--- src/hvt_pkg.sv ---
// Shared widths, register map and payload types of the homogeneous vector transform.
package hvt_pkg;

    localparam int FRAC_BITS = 16;
    localparam int DATA_W    = 32;
    localparam int PROD_W    = 2 * DATA_W;
    localparam int PAIR_W    = PROD_W + 1;
    localparam int SUM_W     = PROD_W + 2;
    localparam int NUM_REGS  = 8;
    localparam int REG_W     = 2 * DATA_W;
    localparam int IDX_W     = $clog2(NUM_REGS);
    localparam int ADDR_W    = IDX_W + 3;
    localparam int DIM       = 4;

    // Register indexes
    localparam logic [IDX_W-1:0] REG_COL0_LO = 3'd0;
    localparam logic [IDX_W-1:0] REG_COL0_HI = 3'd1;
    localparam logic [IDX_W-1:0] REG_COL1_LO = 3'd2;
    localparam logic [IDX_W-1:0] REG_COL1_HI = 3'd3;
    localparam logic [IDX_W-1:0] REG_COL2_LO = 3'd4;
    localparam logic [IDX_W-1:0] REG_COL2_HI = 3'd5;
    localparam logic [IDX_W-1:0] REG_COL3_LO = 3'd6;
    localparam logic [IDX_W-1:0] REG_COL3_HI = 3'd7;

    localparam logic [REG_W-1:0] ONE_LO = REG_W'(64'd1 << FRAC_BITS);
    localparam logic [REG_W-1:0] ONE_HI = REG_W'(64'd1 << (FRAC_BITS + DATA_W));

    localparam logic signed [PAIR_W-1:0] HALF_LSB = PAIR_W'(65'd1 << (FRAC_BITS - 1));

    localparam logic signed [SUM_W-1:0] SAT_MAX =
        {{(SUM_W-DATA_W+1){1'b0}}, {(DATA_W-1){1'b1}}};
    localparam logic signed [SUM_W-1:0] SAT_MIN =
        {{(SUM_W-DATA_W+1){1'b1}}, {(DATA_W-1){1'b0}}};

    typedef logic [NUM_REGS-1:0][REG_W-1:0]         regs_t;
    typedef logic [DIM*DIM-1:0][DATA_W-1:0]         mat_t;
    typedef logic [DIM-1:0][DIM-1:0][PROD_W-1:0]    prod_t;
    typedef logic [DIM-1:0][SUM_W-1:0]              sum_t;

    // Identity matrix, listed from col3_hi down to col0_lo
    localparam regs_t REGS_RESET = {
        ONE_HI,     REG_W'(0),
        ONE_LO,     REG_W'(0),
        REG_W'(0),  ONE_HI,
        REG_W'(0),  ONE_LO
    };

    typedef struct packed {
        logic signed [DATA_W-1:0] in_x;
        logic signed [DATA_W-1:0] in_y;
        logic signed [DATA_W-1:0] in_z;
        logic signed [DATA_W-1:0] in_w;
    } vec_t;

    typedef struct packed {
        logic signed [DATA_W-1:0] out_x;
        logic signed [DATA_W-1:0] out_y;
        logic signed [DATA_W-1:0] out_z;
        logic signed [DATA_W-1:0] out_w;
        logic                     saturated;
    } res_t;

endpackage

--- src/hvt_regs.sv ---
// APB register file holding the 4x4 transform matrix.
module hvt_regs
    import hvt_pkg::*;
(
    input  logic              clk,
    input  logic              rst_n,
    input  logic              psel,
    input  logic              penable,
    input  logic              pwrite,
    input  logic [ADDR_W-1:0] paddr,
    input  logic [REG_W-1:0]  pwdata,
    output logic [REG_W-1:0]  prdata,
    output logic              pready,
    output mat_t              mat
);

    regs_t            col_reg;
    logic             wr_en;
    logic [IDX_W-1:0] idx;

    assign pready = 1'b1;
    assign wr_en  = psel & penable & pwrite & pready;
    assign idx    = paddr[ADDR_W-1:3];

    always_ff @(posedge clk or negedge rst_n)
    begin
        if (!rst_n)
        begin
            col_reg <= REGS_RESET;
        end
        else if (wr_en)
        begin
            col_reg[idx] <= pwdata;
        end
    end

    assign prdata = col_reg[idx];

    // Split each register into its even (low) and odd (high) entry
    always_comb
    begin
        for (int k = 0; k < NUM_REGS; k++)
        begin
            mat[2*k]   = col_reg[k][DATA_W-1:0];
            mat[2*k+1] = col_reg[k][REG_W-1:DATA_W];
        end
    end

endmodule

--- config.mk ---
export PLATFORM = sky130hd
export DESIGN_NAME = hvt_regs
export DESIGN_NICKNAME = d
export VERILOG_FILES = /design/src/hvt_pkg.sv /design/src/hvt_regs.sv
export SDC_FILE = /design/constraint.sdc
export NUM_CORES = 1
export LEC_CHECK = 0
export BUFFER_PORTS_ARGS = -buffer_cell sky130_fd_sc_hd__buf_2
export CAP_MARGIN = 10
export CORE_AREA = 2 2 256 258
export CTS_BUF_LIST = sky130_fd_sc_hd__clkbuf_4
export DETAILED_ROUTE_END_ITERATION = 6
export DIE_AREA = 0 0 258 260
export PLACE_DENSITY = 0.65
export SYNTH_ARGS = -nofsm -noshare
export SYNTH_HDL_FRONTEND = slang
export SYNTH_SLANG_ARGS = --single-unit
--- constraint.sdc ---
create_clock -name clk -period 1.66 [get_ports clk]
set_input_delay 0.083 -clock clk [delete_from_list [all_inputs] [get_ports clk]]
set_output_delay 0.083 -clock clk [all_outputs]
set_load 0.1 [all_outputs]
; ---- After elaboration in Yosys (flattened, before gate mapping)
; Cells that the tools add are included.
[totals]
output_inout_bits = 577
inputBits = 75
reg_bits = 512
[classes]
n_lt_le_gt_ge = 2
bitwise = 2
reduce_logical = 1
muxes = 5
[op_table]
columns = cell, count
row1 = bitwise mux 512 bit, 1
row2 = binary-select mux 64 bit (select 3 bit), 1
row3 = demux 64 bit (select 3 bit), 1
row4 = two-way mux 64 bit, 2
row5 = less-than comparator 3 x 4 -> 1 bit (second input constant), 1
row6 = greater-or-equal comparator 3 x 1 -> 1 bit (second input constant), 1
row7 = AND 1 bit, 2
row8 = logical AND 1 bit, 1

; ---- Logic depth before layout (Yosys ltp)
[logic_depth]
depth_word = 5
depth_mapped = 6

; ---- Least setup slack after synthesis
; No wires, ideal clock.
[synth_path]
path_type = register to output
from = register col_reg (netlist bit mat[446])
to = output port prdata[62]
t_arrival_ps = 2626
path_stages_with_launch = 3
slack_ps = -1049
cell_sequence = dfrtp_1 a22oi_1 o211ai_1
[synth_via]
elab_chain_cells = 2
[synth_rtl]
columns = element, line
row1 = start: declaration, hvt_regs.sv:17  ; regs_t col_reg;
row2 = start signal: indexed assignment, hvt_regs.sv:33  ; col_reg[idx] <= pwdata;
row3 = binary-select mux 64 bit (select 3 bit), hvt_regs.sv:37  ; assign prdata = col_reg[idx];
row4 = two-way mux 64 bit (implied by the code), hvt_regs.sv:37
row5 = end: declaration, hvt_regs.sv:12  ; output logic [REG_W-1:0] prdata,
; Every way passes these cells. The select of a mux whose other input is x is not followed.

; ---- Worst setup path in the final report
[layout_path]
from = register col_reg (netlist bit mat[342])
to = output port prdata[22]
; The elaborated chain is that of the path after synthesis.

==> results by group <==
STA
  – Clk_skew: 0 ps
  – Final hold violation count: 18
  – Crit path time final: around 2500 ps
  – Slew HR: 0.597
  – Slew Viols, Final: 0
  – Worst setup margin: -882 ps
  – RSZ-0062 raised after global routing: true
  – Slew @ Worst Pin: approximately 610 ps
  – Max frequency: 0.393 GHz
  – Hold_ws: -33.4 ps
  – Final period util: 1.53
  – # setup viols final: between 500 and 600
  – Setup_tns: -96680 ps

Flow run
  – Max Cap Viol: 0

Logic synthesis
  – Ys async rst share: 1.00
  – Post-synthesis instance area: 0.0227 mm^2
  – Top post-synthesis cells by count: mux2_2 (547), dfrtp_1 (508), mux4_2 (126), buf_2 (65), mux2_1 (28)
  – Post-synth top area share: 0.559
  – Post-synth cell types: 25
  – Sequential-to-total area share from yosys stat: 0.564
  – Top-count cell post-synth: mux2_2
  – Mapped Cells: approximately 1300
  – Yosys top cell by area: dfrtp_1
  – EDFF count, synth: 0
  – Ys flop type: dfrtp_1
  – Top area cells in the synthesized netlist: dfrtp_1 (56%), mux2_2 (27%), mux4_2 (12%)
  – Syn_nets: 1399
  – FF+latch count, synth: 512
  – Post-Syn Area per Cell: between 15 and 20 um^2
  – Ys Warns: 0

Pwr
  – P per Cell Area: ~1700 mW/mm^2
  – NetSw: about 38 mW
  – Int Power: about 40 mW
  – Sw Share: 0.487
  – Flop pwr share: 0.234
  – Pleak: 20.3 nW
  – Combinational share of power: 0.605
  – Worst vdd ir: about 1400 uV
  – Clock network power share: 0.161
  – Power, Total: about 78 mW

Floorplan
  – Core ar.: approximately 0.064 mm^2
  – Initial core utilization: 0.355
  – Num ports: 652
  – Die Y: about 260 um
  – FP Rows: 93
  – DIE WIDTH: approximately 260 um
  – Die ar.: 0.0671 mm^2

Worst setup path
  – WP data required: between 1500 and 2000 ps
  – Crit path DAT: around 2500 ps
  – Worst-path maximum fanout: 3
  – Kind of critical path: flop to primary output
  – CP Launch Type: flop
  – Crit end category: primary output

Drt
  – Vias per cell: between 5 and 6
  – DR WL/cell: ~31 um
  – Via count: about 21000
  – # DRC: 0
  – First-pass iteration count of the detailed router: 6
  – Antenna Nets Post-Route: 0
  – Initial DRC count: between 1000 and 1500
  – Routed WL: around 120 mm

Layout
  – Flip-flop count of the largest register after layout: roughly 510
  – Final #Nets: 2870
  – Area Growth Syn to Fin: 102%
  – Layout cell share with drive strength beyond 1: 0.905

Placed design
  – Port Buf Inserts: roughly 650
  – Dpl ws: -243 ps
  – DP HPWL: around 54 mm
  – Routability cong.: between 0.8 and 0.9

GRT
  – Number of global-route vias before repair: around 22000
  – Total global-route track usage: 0.305
  – Remaining Overflow, GRT: 0
  – Antenna violations before repair: 2
  – Largest net degree at the start of global routing: 74
  – First-pass GRT wire length: ~150 mm

Clocking
  – CTS sink count: 512
  – Skew-Pair Late Insertion Delay: ~980 ps
  – Max clock buf depth: 3
  – Cts bufs inserted: between 100 and 150
  – Clk root buf: clkbuf_4
  – TritonCTS clock tree: yes
  – CTS H-tree lvls: 4
  – Clock transition at path regs: ~90 ps

Run status
  – Outcome: finished with violations
  – Violated checks: hold timing, setup timing

Worst hold path
  – Hold Crit Class: input pin to flop
[kinds of logic after synthesis]
kind of cell | count (synthesis) | share of synthesized area
buffers and inverters | 88 | 0.0183
AND/OR/NAND/NOR | 16 | 0.00627
multiplexers | 703 | 0.410
AO/OA/AOI/OAI | 4 | 0.00138
flip-flops | 512 | 0.564
other | 1 | 0.000165
[power by group through the flow]
stage / sequential, mW / combinational (mW) / clock, mW
2_1_floorplan: 35.1 / 7.29 / 0
3_3_place_gp: 17.6 / 30.5 / 0
3_5_place_dp: 17.7 / 30.7 / 0
4_1_cts: 18.2 / 43.0 / 12.1
5_1_grt: 18.4 / 48.1 / 13.4
6_report: 18.3 / 47.4 / 12.6
[area by class of cell]
cell class	count	area [um^2]
Clock inverter	34	185
Multi-Input combinational cell	724	9790
Timing Repair Buffer	1411	19800
Tap cell	855	1070
Clock buffer	219	1640
Fill cell	3331	18200
Inverter	1	3.75
Sequential cell	512	13500
Antenna cell	1	2.50
[routing by layer]
layer	share of wire	wire length (um)	GRT usage	vias to the layer above
met5	0.000060	7	0	-
met4	0.077	8940	0.173	2
met3	0.082	9560	0.0798	567
met2	0.51	59200	0.518	1526
met1	0.33	38700	0.349	10700
li1	-	-	-	8047
[layout by cell type, fill, tap and decap left out, types with 2 or more instances in the layout]
cell,n
buf_12,603
clkinvlp_4,3
buf_4,211
dfrtp_2,501
mux2_1,28
dfrtp_4,2
buf_2,67
mux2i_1,2
mux2_2,484
dfrtp_1,5
nor3_4,2
mux4_2,126
nand2b_1,2
dfstp_2,4
dlygate4sd3_1,208
mux2_4,63
buf_6,306
clkinv_1,21
clkinv_4,3
inv_2,5
clkbuf_4,219
buf_8,14
nor2_4,6
[critical path, stage by stage, from the launching register on]
cell	delay, ps
dfrtp_2	460
mux4_2	540
mux2_4	300
buf_12	170
[through the flow]
stage                     area (um^2)  cells  utilization
after global placement          29200   2892        0.456
after CTS                       43100   3474        0.672
after detailed placement        29200   2892        0.456
final                           45900   3757        0.716
after floorplan                 23600   1324            -
after global routing            45900   3757        0.716
[final timing paths]
check                      slack, ps            startpoint  cells past startpoint                    to
setup / recovery                -880  mat[342]$_DFFE_PN0P_                      3            prdata[22]
hold / removal                   -30                  psel                      5  mat[424]$_DFFE_PN0P_
setup reg to reg                 -30  mat[112]$_DFFE_PN0P_                      4  mat[112]$_DFFE_PN0P_
hold reg to reg                  530  mat[200]$_DFFE_PN0P_                      1  mat[200]$_DFFE_PN0P_
max in group asynchronous        520                 rst_n                      5  mat[211]$_DFFE_PN0P_
min in group asynchronous        360                 rst_n                      4   mat[36]$_DFFE_PN0P_
[what timing repair did]
item / CTS / global route
endpoints found under the setup margin: 576 / 851
endpoints found under the hold margin: 1024 / 328
setup buffers: 184 / 299
gates resized for setup: 2443 / 242
cloned: 0 / 1
pin swaps: 1 / 1
hold buffers: 149 / 63
(Power assumes the default switching activity.)
