File: src/hvt_pkg.sv
// Shared widths, register map and payload types of the homogeneous vector transform.
package hvt_pkg;

    localparam int FRAC_BITS = 16;
    localparam int DATA_W    = 32;
    localparam int PROD_W    = 2 * DATA_W;
    localparam int PAIR_W    = PROD_W + 1;
    localparam int SUM_W     = PROD_W + 2;
    localparam int NUM_REGS  = 8;
    localparam int REG_W     = 2 * DATA_W;
    localparam int IDX_W     = $clog2(NUM_REGS);
    localparam int ADDR_W    = IDX_W + 3;
    localparam int DIM       = 4;

    // Register indexes
    localparam logic [IDX_W-1:0] REG_COL0_LO = 3'd0;
    localparam logic [IDX_W-1:0] REG_COL0_HI = 3'd1;
    localparam logic [IDX_W-1:0] REG_COL1_LO = 3'd2;
    localparam logic [IDX_W-1:0] REG_COL1_HI = 3'd3;
    localparam logic [IDX_W-1:0] REG_COL2_LO = 3'd4;
    localparam logic [IDX_W-1:0] REG_COL2_HI = 3'd5;
    localparam logic [IDX_W-1:0] REG_COL3_LO = 3'd6;
    localparam logic [IDX_W-1:0] REG_COL3_HI = 3'd7;

    localparam logic [REG_W-1:0] ONE_LO = REG_W'(64'd1 << FRAC_BITS);
    localparam logic [REG_W-1:0] ONE_HI = REG_W'(64'd1 << (FRAC_BITS + DATA_W));

    localparam logic signed [PAIR_W-1:0] HALF_LSB = PAIR_W'(65'd1 << (FRAC_BITS - 1));

    localparam logic signed [SUM_W-1:0] SAT_MAX =
        {{(SUM_W-DATA_W+1){1'b0}}, {(DATA_W-1){1'b1}}};
    localparam logic signed [SUM_W-1:0] SAT_MIN =
        {{(SUM_W-DATA_W+1){1'b1}}, {(DATA_W-1){1'b0}}};

    typedef logic [NUM_REGS-1:0][REG_W-1:0]         regs_t;
    typedef logic [DIM*DIM-1:0][DATA_W-1:0]         mat_t;
    typedef logic [DIM-1:0][DIM-1:0][PROD_W-1:0]    prod_t;
    typedef logic [DIM-1:0][SUM_W-1:0]              sum_t;

    // Identity matrix, listed from col3_hi down to col0_lo
    localparam regs_t REGS_RESET = {
        ONE_HI,     REG_W'(0),
        ONE_LO,     REG_W'(0),
        REG_W'(0),  ONE_HI,
        REG_W'(0),  ONE_LO
    };

    typedef struct packed {
        logic signed [DATA_W-1:0] in_x;
        logic signed [DATA_W-1:0] in_y;
        logic signed [DATA_W-1:0] in_z;
        logic signed [DATA_W-1:0] in_w;
    } vec_t;

    typedef struct packed {
        logic signed [DATA_W-1:0] out_x;
        logic signed [DATA_W-1:0] out_y;
        logic signed [DATA_W-1:0] out_z;
        logic signed [DATA_W-1:0] out_w;
        logic                     saturated;
    } res_t;

endpackage

File: src/hvt_sat.sv
// Stage 4: drop the fraction bits, clip to 32 bits and register the result word.
module hvt_sat
    import hvt_pkg::*;
(
    input  logic clk,
    input  logic rst_n,
    input  logic in_valid,
    input  sum_t sum,
    output logic done,
    output res_t result
);

    logic                     done_reg;
    res_t                     res_reg, res_next;
    logic signed [SUM_W-1:0]  sh;
    logic [DIM-1:0]           clip;
    logic [DIM-1:0][DATA_W-1:0] val;

    always_comb
    begin
        sh = '0;
        for (int r = 0; r < DIM; r++)
        begin
            // floor division by 2^FRAC_BITS; the half was added upstream
            sh = $signed(sum[r]) >>> FRAC_BITS;
            if (sh > SAT_MAX)
            begin
                val[r]  = SAT_MAX[DATA_W-1:0];
                clip[r] = 1'b1;
            end
            else if (sh < SAT_MIN)
            begin
                val[r]  = SAT_MIN[DATA_W-1:0];
                clip[r] = 1'b1;
            end
            else
            begin
                val[r]  = sh[DATA_W-1:0];
                clip[r] = 1'b0;
            end
        end
        res_next.out_x     = val[0];
        res_next.out_y     = val[1];
        res_next.out_z     = val[2];
        res_next.out_w     = val[3];
        res_next.saturated = |clip;
    end

    always_ff @(posedge clk or negedge rst_n)
    begin
        if (!rst_n)
            done_reg <= 1'b0;
        else
            done_reg <= in_valid;
    end

    always_ff @(posedge clk)
    begin
        res_reg <= res_next;
    end

    assign done   = done_reg;
    assign result = res_reg;

endmodule

File: config.mk
export PLATFORM = sky130hd
export DESIGN_NAME = hvt_sat
export DESIGN_NICKNAME = d
export VERILOG_FILES = /design/src/hvt_pkg.sv /design/src/hvt_sat.sv
export SDC_FILE = /design/constraint.sdc
export NUM_CORES = 1
export LEC_CHECK = 0
export BUFFER_PORTS_ARGS = -buffer_cell sky130_fd_sc_hd__buf_2
export CORE_AREA = 3 3 152 154
export CTS_CLUSTER_SIZE = 40
export DETAILED_ROUTE_END_ITERATION = 10
export DIE_AREA = 0 0 155 157
export PLACE_DENSITY = 0.48
export SLEW_MARGIN = 30
export SYNTH_ARGS = -nofsm -noshare
export SYNTH_HDL_FRONTEND = slang
export SYNTH_SLANG_ARGS = --single-unit
File: constraint.sdc
create_clock -name clk -period 0.8 [get_ports clk]
set_input_delay 0.08 -clock clk [delete_from_list [all_inputs] [get_ports clk]]
set_output_delay 0.08 -clock clk [all_outputs]
set_load 0.005 [all_outputs]
* Yosys cells after proc, flatten, opt, wreduce, memory -nomap -nowiden
Index checks and enable logic that the tools add are counted.
** Cells by class
- Add/subtract/negate cells :: 0
- Multiply operators :: 0
- Divide/modulo/power cells :: 0
- $lt $le $gt $ge :: 8
- Eq/ne operators :: 0
- Shift operators :: 0
- Multiplexer cells :: 12
- Bitwise operators :: 0
- Reductions and logical operators :: 1
** Operators with widths (count)
- 50-bit by 32-bit greater-than comparator with 1-bit output, second input constant :: 4
- 50-bit by 32-bit less-than comparator with 1-bit output, second input constant :: 4
- 32-bit two-way mux :: 4
- 1-bit two-way mux :: 8
- 4-bit OR reduction :: 1
** Storage, ports and cells
- Register bits after elaboration :: 130
- Bits in latches :: 0
- Memory bits (writable) :: 0
- Bits in read-only memories :: 0
- Output and inout bits :: 130
- Logic and storage cells :: 27
- Memories kept :: 0

* Logic depth before layout (Yosys ltp)
Gate-level depths: netlist of the first run.
- Depth after elaboration :: 4
- Gate-level depth with buffers :: 6
- Gate-level depth less buffers :: 5

* Worst setup path after synthesis of the first run
Ideal clock, no wire load.
- Path kind :: input port to flip-flop
- Start point :: input port sum[262] (netlist bit)
- End point :: register res_reg (netlist bit result[0])
- Setup time :: 0.120 ns
- Data arrival time :: 1.347 ns
- Required time :: 0.680 ns
- Setup slack :: -0.667 ns
- Stages :: 4
- Path buffers :: 0
- Cell sequence :: or4_1 -> o41ai_2 -> nand4_1 -> or2_1
** RTL lines
- start: declaration :: line hvt_sat.sv:8 : input sum_t sum,
- end signal: assignment :: line hvt_sat.sv:59 : res_reg <= res_next;
- end: declaration :: line hvt_sat.sv:14 : res_t res_reg, res_next;

==> results of run 1 <==
-- tightest hold or removal path: cells and delay by family --
family / cells / cell delay [ns]
AO/OA/AOI/OAI: 1 / 0.07
buffers and inverters: 2 / 0.25
AND/OR/NAND/NOR: 2 / 0.15
-- metal layers --
| metal | part of all wire, % | vias to the layer above |
|---|---|---|
| li1 | - | 2515 |
| met3 | 7.8 | 21 |
| met1 | 38 | 2320 |
| met5 | 0 | - |
| met2 | 53 | 218 |
| met4 | 1.7 | 0 |
-- layout make-up --
type / count / area share [%]
clock buffers: 18 / 4.62
repair buffers: 522 / 43.5
well taps: 280 / 3.77
multi-input cells: 303 / 17.9
inverters: 4 / 0.162
flip-flops and latches: 130 / 28.7
clock inverters: 14 / 1.40
-- power by group through the flow --
stage	Combinational, mW	Sequential (mW)	Clock (mW)
2_1_floorplan	0.508	7.22	0
3_3_place_gp	1.81	7.14	0
3_5_place_dp	1.81	7.14	0
4_1_cts	2.74	7.01	7.64
5_1_grt	3.22	7.10	7.87
6_report	2.97	7.06	7.36
-- how the worst min path moves through the flow --
stage	start	endpoint	slack [ns]	depth (start not counted)
2_1_floorplan	rst_n	done	-0.22	0
3_3_place_gp	rst_n	done	-0.15	1
3_5_place_dp	rst_n	done	-0.14	1
4_1_cts	sum[126]	result[92]	0.15	5
5_1_grt	sum[65]	result[0]	0.18	5
6_report	sum[65]	result[0]	0.19	5
-- cells in the mapped netlist --
library cell	count
buf_2	24
dfxtp_1	129
clkbuf_1	4
inv_1	4
or4_1	8
nor4_1	12
nand2_1	252
nand3_1	4
o41ai_2	4
nand4_1	18
or2_1	1
dfrtp_1	1
o21ai_1	4
-- metrics by stage --
step / setup slack [ns] / cells
4_1_cts: -0.496 / 1268
3_3_place_gp: -1.13 / 1079
3_5_place_dp: -1.12 / 1079
2_1_floorplan: -0.637 / 465
6_report: -0.533 / 1271
5_1_grt: -0.534 / 1271
-- layout by cell type (no fill, tap or decap), drive strengths merged --
cell	netlist	layout
buf	24	387
dfrtp	1	1
inv	4	8
or4	8	8
nand2	252	252
dfxtp	129	129
nand3	4	4
clkbuf	4	21
bufinv	0	1
or2	1	1
o41ai	4	4
nor4	12	12
dlygate4sd3	0	131
nand4	18	18
clkinv	0	4
bufbuf	0	1
clkinvlp	0	5
o21ai	4	4
-- kinds of logic (layout without fill, tap and decap cells) --
family	after synthesis	after routing
and+or+nand+nor	295	295
AOI/OAI and AO/OA	8	8
buffers and inverters	32	558
DFF	130	130
-- timing repair --
| item | CTS | global route |
|---|---|---|
| endpoints found under the setup margin | 255 | 255 |
| buffers inserted | 15 | 5 |
| hold buffers | 131 | 0 |
| gates cloned | 12 | 4 |
| pin swaps | 44 | 32 |
| endpoints found under the hold margin | 130 | 0 |
| resized for setup | 102 | 118 |
==> metrics.yaml, run 1 <==
power_and_ir_drop:
  swShare_pct: 25.1
  total_leakage_power_nw: 4.52
  power.share.combinational_pct: 17.1
  p_clk_share_pct: 42.3
  power_mw: 17.4
  peakVddDrop_mv: 1.16
  p_int_mw: 13.0
  seqPwrFrac_pct: 40.6
  power_switching_mw: 4.37
  p_per_area_nw_per_um2: 1870
floorplan:
  fp.dieW_um: 155
  die_h_um: 157
  core_um2: 21800
  placementRows: 54
  io-pin-count: 397
  die_area_um2: 24300
  start_util_pct: 18.6
logic_synthesis:
  yosys.area_share.simple_pct: 30.0
  yosys.area.top_type_share_pct: 63.6
  ys_types: 13
  synth_top_family_by_area: "simple AND/OR/NAND/NOR gates"
  synth_compound_area_share_pct: 2.09
  muxShareOfSynthArea_pct: 0
  syn_area_um2: 4060
  synthCells: 465
  seq_area_frac_synth_pct: 64.2
  synth_fa_ha_area_share_pct: 0
  ys_warn_count: 0
  synth_top_area_cell: "dfxtp_1"
  synth-seq-cells: 130
  synth_area_leaders: "dfxtp_1 64%, nand2_1 23%, buf_2 3.0%, nand4_1 2.8%, nor4_1 1.8%"
  avgSynthCellArea_um2: 8.74
  synth-xor-area-share_pct: 0
  syn_nets: 732
sta:
  rsz0062_at_grt: "true"
  fin_setup_tns_ns: -59.99
  min_period_ns: 1.33
  setup_viol_count_final: 255
  slew_viol_final: 0
  postLayoutSetupSlackWorst_ns: -0.533
  finalHoldViolCount: 0
  max_freq_ghz: 0.750
  relSlewSlack_pct: 77.5
  tightestPinTransition_ns: 0.335
  min_period_over_period_pct: 167
  hold_ws_ns: 0.189
drt:
  num_vias: 5074
  drt-pass1-iter-count: 6
  wl_um: 18900
  drc: 0
  ant_nets: 0
  wl_per_cell_um: 14.9
  viasPerCell: 3.99
  drt_iter0_drc: 151
status:
  status: "finished, violations left"
  violations: "setup timing"
placed_design:
  placed_cell_area_um2: 6260
  routabilityCongestion: 0.786
  dp_hpwl_um: 12000
  port_buffers: 332
cts:
  cts.sinks: 130
  htreeDepth: 4
  clk_pin_slew_ns: 0.06
  numCtsBuffers: 17
  cts_tree: "yes"
  ctsRootBufferMaster: "clkbuf_16"
  clock_path_buffers: 2
layout:
  largest_register_ffs: 129
  fin_util_pct: 42.6
  synthToLayoutAreaGrowth_pct: 129
  final_nets: 1245
  multiInputGateArea_um2: 1660
  seq_area_um2: 2660
  drive_gt1_share_pct: 55.3
  final_area_um2: 9290
  nFillCells: 2106
  diodes: 0
critical_path:
  crit_buf_inv: 2
  start_kind: "input port"
  startpoint: "sum[192]"
  cp_num_cells: 6
  crit_top_cell: "buf_6"
  cp_slowest_stage_delay_ns: 0.54
  cp-end-kind: "flip-flop"
  critical_path_peak_fanout: 3
  crit_required_ns: 1.10
  crit_family: "simple AND/OR/NAND/NOR gates"
  cp_slowest_cell: "or4_4"
  worstPathCellList: "buf_6, or4_4, o41ai_4, buf_6, nand4_1, or2_1"
  crit_type: "input port to flip-flop"
  worstPathArrival_ns: 1.63
  setup.worst_path.end: "result[0]"
grt:
  grtUsageMet1_pct: 15.4
  grt_busiest_layer: "met2"
  grtUsageMet3_pct: 4.59
  grt_util_met2_pct: 26.0
  antenna_found_initial: 0
  grt_max_degree: 27
  grt_pass1_vias: 5136
  gr-total-overflow: 0
  grtUsageTotal_pct: 14.2
  grt_pass1_wl_um: 26900
worst_hold_path:
  holdCritPathClass: "input port to flip-flop"
flow_run:
  cap_viol_max_count: 0
Note: power is estimated with default switching activity, not from simulation.
==> run 2: changes to the inputs <==
Settings changed: CELL_PAD_IN_SITES_DETAIL_PLACEMENT set to 1, CELL_PAD_IN_SITES_GLOBAL_PLACEMENT set to 1, CORE_AREA 3 3 152 154 to 3 3 154 156, DIE_AREA 0 0 155 157 to 0 0 157 159, PLACE_DENSITY 0.48 to 0.65.
==> run 2 against run 1 <==
Effect of this change:
- the run still ends with setup timing left
- sequential share of layout area decreased by 0.93 points
- combinational power rose by 8.1%
- critical path depth unchanged
- clock-buffer cell count is the same
- critical endpoint unchanged
- largest cell class unchanged
- largest power group unchanged
- highest routed layer is now met5
==> metrics.yaml, run 2 (synthesized netlist as in run 1, its figures left out) <==
critical_path:
  cp_slowest_cell: "or4_4"
  critical_path_peak_fanout: 5
  crit_type: "input port to flip-flop"
  start_kind: "input port"
  crit_top_cell: "buf_6"
  worstPathCellList: "buf_6, or4_4, o41ai_4, buf_6, nand4_1, or2_1"
  crit_required_ns: 1.10
  cp_slowest_stage_delay_ns: 0.54
  worstPathArrival_ns: 1.58
  cp-end-kind: "flip-flop"
drt:
  drt-pass1-iter-count: 4
  drt_iter0_drc: 189
  wl_per_cell_um: 17.5
  drc: 0
  num_vias: 5268
  ant_nets: 0
  viasPerCell: 4.14
  wl_um: 22200
grt:
  grt_pass1_vias: 5871
  grt_util_met2_pct: 30.0
  antenna_found_initial: 1
  grt_busiest_layer: "met2"
  grt_max_degree: 32
  grtUsageMet3_pct: 5.68
  grt_pass1_wl_um: 31300
  gr-total-overflow: 0
  grtUsageMet1_pct: 16.7
  grtUsageTotal_pct: 16.2
status:
  status: "finished, violations left"
  violations: "setup timing"
cts:
  cts.sinks: 130
  numCtsBuffers: 17
  clk_pin_slew_ns: 0.06
  ctsRootBufferMaster: "clkbuf_16"
  cts_tree: "yes"
  htreeDepth: 4
  clock_path_buffers: 2
sta:
  min_period_over_period_pct: 160
  max_freq_ghz: 0.781
  fin_setup_tns_ns: -62.10
  min_period_ns: 1.28
  setup_viol_count_final: 255
  tightestPinTransition_ns: 0.462
  postLayoutSetupSlackWorst_ns: -0.480
  rsz0062_at_grt: "true"
  relSlewSlack_pct: 68.9
  hold_ws_ns: 0.0719
  finalHoldViolCount: 0
  slew_viol_final: 0
power_and_ir_drop:
  total_leakage_power_nw: 4.59
  p_per_area_nw_per_um2: 1930
  peakVddDrop_mv: 1.12
layout:
  nFillCells: 2582
  layout_common_cells: "259 x buf_2, 134 x nand2_1, 131 x dlygate4sd3_1"
  largest_register_ffs: 129
  drive_gt1_share_pct: 63.3
  final_nets: 1242
  fin_util_pct: 43.1
  final_area_um2: 9690
  mostFrequentLayoutCell: "buf_2"
  synthToLayoutAreaGrowth_pct: 139
placed_design:
  port_buffers: 332
  pre_cts_ws_ns: -1.17
  dp_hpwl_um: 13500
  routabilityCongestion: 0.781
  placed_cell_area_um2: 6310
floorplan:
  core_um2: 22500
  start_util_pct: 18.1
  placementRows: 55
  io-pin-count: 397
  fp.dieW_um: 157
  die_area_um2: 25000
  die_h_um: 159
worst_hold_path:
  holdCritPathClass: "input port to flip-flop"
flow_run:
  cap_viol_max_count: 0
[run 2: per-layer routing]
| metal | vias up | wire [µm] |
|---|---|---|
| met1 | 2497 | 8150 |
| met4 | 2 | 491 |
| met2 | 226 | 12000 |
| met5 | - | 7 |
| met3 | 36 | 1560 |
| li1 | 2507 | - |
[run 2: per-stage QoR]
stage,cells,power [mW]
after detailed placement,1089,9.02
after global routing,1273,19.6
after CTS,1266,18.4
final,1274,18.7
after global placement,1089,8.97
after floorplan,465,7.73
[run 2: worst paths after layout]
path / from / to / slack, ns / depth (start not counted)
max: sum[196] / result[0] / -0.48 / 6
min: sum[131] / result[0] / 0.07 / 4
max in group asynchronous: rst_n / done / 0.13 / 3
min in group asynchronous: rst_n / done / 0.56 / 3
[run 2: area by class of cell]
class	instances	area [µm²]	area share, %
repair buffers	519	4110	42.4
well taps	285	357	3.68
inverters	4	15.0	0.155
diodes	1	2.50	0.0258
clock inverters	14	201	2.08
clock buffers	18	429	4.43
multi-input cells	303	1890	19.5
flip-flops and latches	130	2690	27.7
[run 2: critical path, delay by kind of cell]
| family | cells | cell delay [ns] |
|---|---|---|
| simple gates | 3 | 0.83 |
| compound gates | 1 | 0.38 |
| buf+inv | 2 | 0.28 |
[run 2: what timing repair did]
item                                   in CTS  in global routing
gates cloned                                6                  4
buffers inserted                            9                  8
gates resized for setup                   141                204
pin swaps                                  38                 15
setup endpoints to repair                 255                255
hold buffers                              131                  0
endpoints found under the hold margin     130                  0
[run 2: report_power, final]
group          internal, mW  leakage [nW]  switching [mW]
Sequential             6.95          1.09           0.156
Combinational          1.87          3.20            1.34
Clock                  5.26         0.301            3.10
Total                  14.1          4.59            4.59
